$ cat src/hw/rtl/ufe_pkg.sv
// ----------------------------------------------------------------------------
// ufe_pkg
// Shared constants, types and helpers for the union-find engine.
// ----------------------------------------------------------------------------
package ufe_pkg;

	localparam int NODES   = 1024;
	localparam int NODE_W  = 10;
	localparam int IDX_W   = (NODES > 1) ? $clog2(NODES) : 1;
	localparam int ENTRY_W = IDX_W + 1;
	localparam int CMP_W   = ((NODE_W > IDX_W) ? NODE_W : IDX_W) + 1;

	typedef logic [IDX_W-1:0]   idx_t;
	typedef logic [ENTRY_W-1:0] entry_t;
	typedef logic [NODE_W-1:0]  node_t;

	typedef enum logic [2:0] {
		S_CLEAR,
		S_IDLE,
		S_WALK_A,
		S_LINK_A,
		S_START_B,
		S_WALK_B,
		S_LINK_B,
		S_FINISH
	} state_t;

	// Controller -> datapath
	typedef struct packed {
		logic clr_wr;   // write a root entry at the sweep counter
		logic load_in;  // capture an input item, read node a
		logic load_b;   // start the second find, read node b
		logic examine;  // look at the read data of the walk
		logic step;     // follow the link, read the next entry
		logic save_a;   // keep the current root as root of a
		logic link_wr;  // point the start node at the root
		logic union_wr; // hang root of b under root of a
		logic out_load; // load the query result
	} cmd_t;

	// Datapath -> controller
	typedef struct packed {
		logic clr_last;
		logic rd_root;
		logic start_root;
		logic kind;
		logic roots_eq;
		logic out_free;
	} status_t;

	function automatic idx_t clamp_node(node_t v);
		logic [CMP_W-1:0] w;
		w = CMP_W'(v);
		if (w >= CMP_W'(NODES))
			w = CMP_W'(NODES - 1);
		return w[IDX_W-1:0];
	endfunction

	function automatic entry_t root_entry();
		return {1'b1, {IDX_W{1'b0}}};
	endfunction

	function automatic entry_t link_entry(idx_t p);
		return {1'b0, p};
	endfunction

endpackage

$ cat src/hw/rtl/ufe_ctrl.sv
// ----------------------------------------------------------------------------
// ufe_ctrl
// Sequencer for the table sweep, the two finds and the final update.
// ----------------------------------------------------------------------------
module ufe_ctrl (
	input  logic             clk,
	input  logic             arst_n,
	input  logic             in_valid,
	output logic             in_stall,
	input  ufe_pkg::status_t st,
	output ufe_pkg::cmd_t    cmd
);
	import ufe_pkg::*;

	state_t state_q, state_nxt;

	always_ff @(posedge clk or negedge arst_n) begin
		if (!arst_n)
			state_q <= S_CLEAR;
		else
			state_q <= state_nxt;
	end

	assign in_stall = (state_q != S_IDLE);

	always_comb begin
		state_nxt = state_q;
		cmd       = '0;
		unique case (state_q)
			S_CLEAR: begin
				cmd.clr_wr = 1'b1;
				if (st.clr_last)
					state_nxt = S_IDLE;
			end
			S_IDLE: begin
				if (in_valid) begin
					cmd.load_in = 1'b1;
					state_nxt   = S_WALK_A;
				end
			end
			S_WALK_A: begin
				cmd.examine = 1'b1;
				if (st.rd_root)
					state_nxt = S_LINK_A;
				else
					cmd.step = 1'b1;
			end
			S_LINK_A: begin
				cmd.save_a  = 1'b1;
				cmd.link_wr = !st.start_root;
				state_nxt   = S_START_B;
			end
			S_START_B: begin
				cmd.load_b = 1'b1;
				state_nxt  = S_WALK_B;
			end
			S_WALK_B: begin
				cmd.examine = 1'b1;
				if (st.rd_root)
					state_nxt = S_LINK_B;
				else
					cmd.step = 1'b1;
			end
			S_LINK_B: begin
				cmd.link_wr = !st.start_root;
				state_nxt   = S_FINISH;
			end
			S_FINISH: begin
				if (!st.kind) begin
					cmd.union_wr = !st.roots_eq;
					state_nxt    = S_IDLE;
				end else if (st.out_free) begin
					cmd.out_load = 1'b1;
					state_nxt    = S_IDLE;
				end
			end
			default: state_nxt = S_CLEAR;
		endcase
	end

endmodule

$ cat config.mk
export PLATFORM = sky130hd
export DESIGN_NAME = ufe_ctrl
export DESIGN_NICKNAME = d
export VERILOG_FILES = /design/src/hw/rtl/ufe_pkg.sv /design/src/hw/rtl/ufe_ctrl.sv
export SDC_FILE = /design/constraint.sdc
export NUM_CORES = 1
export LEC_CHECK = 0
export ABC_AREA = 1
export BUFFER_PORTS_ARGS = -buffer_cell sky130_fd_sc_hd__buf_2
export CAP_MARGIN = 40
export CORE_AREA = 2 2 39 41
export CTS_CLUSTER_SIZE = 14
export DETAILED_ROUTE_END_ITERATION = 10
export DIE_AREA = 0 0 41 43
export PLACE_DENSITY_LB_ADDON = 0.12
export RECOVER_POWER = 50
export SLEW_MARGIN = 20
export SYNTH_ARGS = -nofsm -noshare
export SYNTH_HDL_FRONTEND = slang
export SYNTH_SLANG_ARGS = --single-unit
$ cat constraint.sdc
create_clock -name clk -period 1.7 [get_ports clk]
set_clock_uncertainty 0.2 [all_clocks]
set_input_delay 0.34 -clock clk [delete_from_list [all_inputs] [get_ports clk]]
set_output_delay 0.34 -clock clk [all_outputs]
set_load 0.01 [all_outputs]
==> metrics <==
synth warn 0; CTS buffer count 3; global-route wire length before repair 1730 um; reg2reg setup slack 0 ps; P_leak 0.414 nW; largest net degree at the start of global routing 12; register bit total from synthesis 3; fraction of layout cells with a size suffix above 1 0.554; RSZ-0062 raised after global routing true; Worst Path Required 1160 ps; Finished Layout Cells 108; top-count cell post-synth nand2_1; H-tree Lvls 1; row count 14; Top reg by flops state_q; M1 wire length 437 um; storage element area 78.8 um^2; relative slew slack 0.817; routed wl met2 563 um; top flop regs state_q x3; Total Routing Usage GR 0.139; Die Area 1760 um^2; fin area 664 um^2; Multi-input gate area 308 um^2; Worst VDD drop 0.839 mV; Residual DRC 0; Crit Path Category reg2out; area delta synth->final 69.6%; power per cell area 1940 nW/um^2; minimum clock period 1860 ps; fmax 537 MHz; Diodes inserted 0; number of flops mapped to enable cells by yosys 0; total of max-cap violations 0; CTS max path bufs 2; synthesized area 392 um^2; Via density 4.34; grt total ovfl 0; DRT Pass-1 Iters 4; Synth area leader dfrtp_1; Die W 41 um; Slew Limit Fails 0; crit start category flip-flop; hpwl dp 758 um; TritonCTS clock tree built; Largest register FFs 3; PortBufs 18; Critical Path Fanout Max 4; post-synth top area share 0.192; Final period util 1.10; worst setup margin -162 ps; final core occ 0.480; HP Class in2async; WL/cell 10.0 um; Area after DPL 505 um^2; clk root buf clkbuf_4; core area 1380 um^2; Fin. Hold Viols 0; count of cell types in the netlist 15; syn_nets 75; endpoints failing setup 11; Routed WL 1080 um; Top FF cell, synth dfrtp_1; Slew @ Worst Pin 275 ps; Synth Area per Inst 6.32 um^2; initial DRC count 8; initial core utilization 0.283; clk_lat worst skew 230 ps; Final nets 106; synth top area cells dfrtp_1, nand2_1, ha_1; Post-synth ARST share 1.00; GP Congestion 0.746; detailed-route via count 469; vias in the first global route 428; Placed Instances 97; Synth top cells by count nand2_1, inv_1, nand3_1; met3 wire length 82 um; CTS clk-pin slew, worst paths 40 ps; failing checks negative setup slack; top layer in use met3; filler instances 147; number of routed nets with antenna violations 0; IO Count 19; Hold WS 244 ps; CP Capture Type output port; critical path arrival 1320 ps; status complete, but fails checks; Die H 43 um; initial antenna violation count 0; synthesized netlist cell count 62; sequential area share after synthesis 0.192; clk sink count 3
report_power, final:
part / leakage, nW / switching, mW / total (mW) / internal, mW
registers: 0.0321 / 0.0999 / 0.221 / 0.121
logic: 0.367 / 0.491 / 0.942 / 0.451
clock network: 0.0150 / 0.0386 / 0.127 / 0.0881
total: 0.414 / 0.630 / 1.29 / 0.660
metrics by stage:
step / setup TNS [ps] / setup slack, ps / total power [mW]
after floorplan: 0 / 117 / 0.667
after global placement: 0 / 14.9 / 0.870
after detailed placement: 0 / 10.6 / 0.866
after CTS: -1070 / -170 / 1.21
after global routing: -1860 / -213 / 1.42
final: -920 / -162 / 1.29
logic make-up after synthesis:
logic type / synth area share
simple gates: 0.460
buf+inv: 0.173
fa+ha+maj: 0.128
compound gates: 0.0479
flops: 0.192
area by class of cell:
| class | count | area share |
|---|---|---|
| multi-input cells | 43 | 0.463 |
| well taps | 16 | 0.0301 |
| inverters | 15 | 0.0885 |
| clock buffers | 4 | 0.0395 |
| flip-flops and latches | 3 | 0.119 |
| repair buffers | 27 | 0.260 |
cells in the final DEF, fill, tap and decap left out:
cell type / instances
nand2_1: 13
buf_4: 6
nand3_1: 8
o21ai_2: 1
dlygate4sd3_1: 1
nor2_2: 1
nand2_2: 4
nor3_1: 1
buf_2: 16
clkbuf_4: 3
inv_2: 5
clkbuf_1: 2
inv_1: 9
dfrtp_2: 3
ha_4: 2
nand2_4: 3
nor2_4: 1
buf_6: 3
ha_1: 2
inv_4: 1
o21ai_0: 1
nor2_1: 4
o21ai_4: 1
nand3_4: 1
worst max-delay path, stage by stage, from the launching register on:
cell	delay, ps
dfrtp_2	440
ha_1	280
o21ai_2	170
nor2_1	60
buf_2	130
worst paths after layout:
| path | from | end | depth (start not counted) |
|---|---|---|---|
| max in group asynchronous | arst_n | state_q[2]$_DFFE_PN0P_ | 2 |
| min in group clk | st[0] | state_q[2]$_DFFE_PN0P_ | 6 |
| worst min-delay path | arst_n | state_q[0]$_DFFE_PN0P_ | 2 |
| worst max-delay path | state_q[0]$_DFFE_PN0P_ | cmd[2] | 4 |
| worst min register to register | state_q[0]$_DFFE_PN0P_ | state_q[0]$_DFFE_PN0P_ | 2 |
| worst max register to register | state_q[1]$_DFFE_PN0P_ | state_q[2]$_DFFE_PN0P_ | 9 |
metal layers:
metal / track usage / vias up
li1: - / 246
met4: 0.0400 / 0
met3: 0.0157 / 0
met5: 0 / -
met2: 0.225 / 18
met1: 0.185 / 205
timing repair:
action                                 in CTS  in global routing
buffers inserted                            5                  1
endpoints found under the hold margin       3                  0
resized for setup                          17                  6
pin swaps                                   5                  6
hold buffers                                1                  0
setup endpoints to repair                  10                 13
No activity file was read; power rests on OpenSTA's default activity.
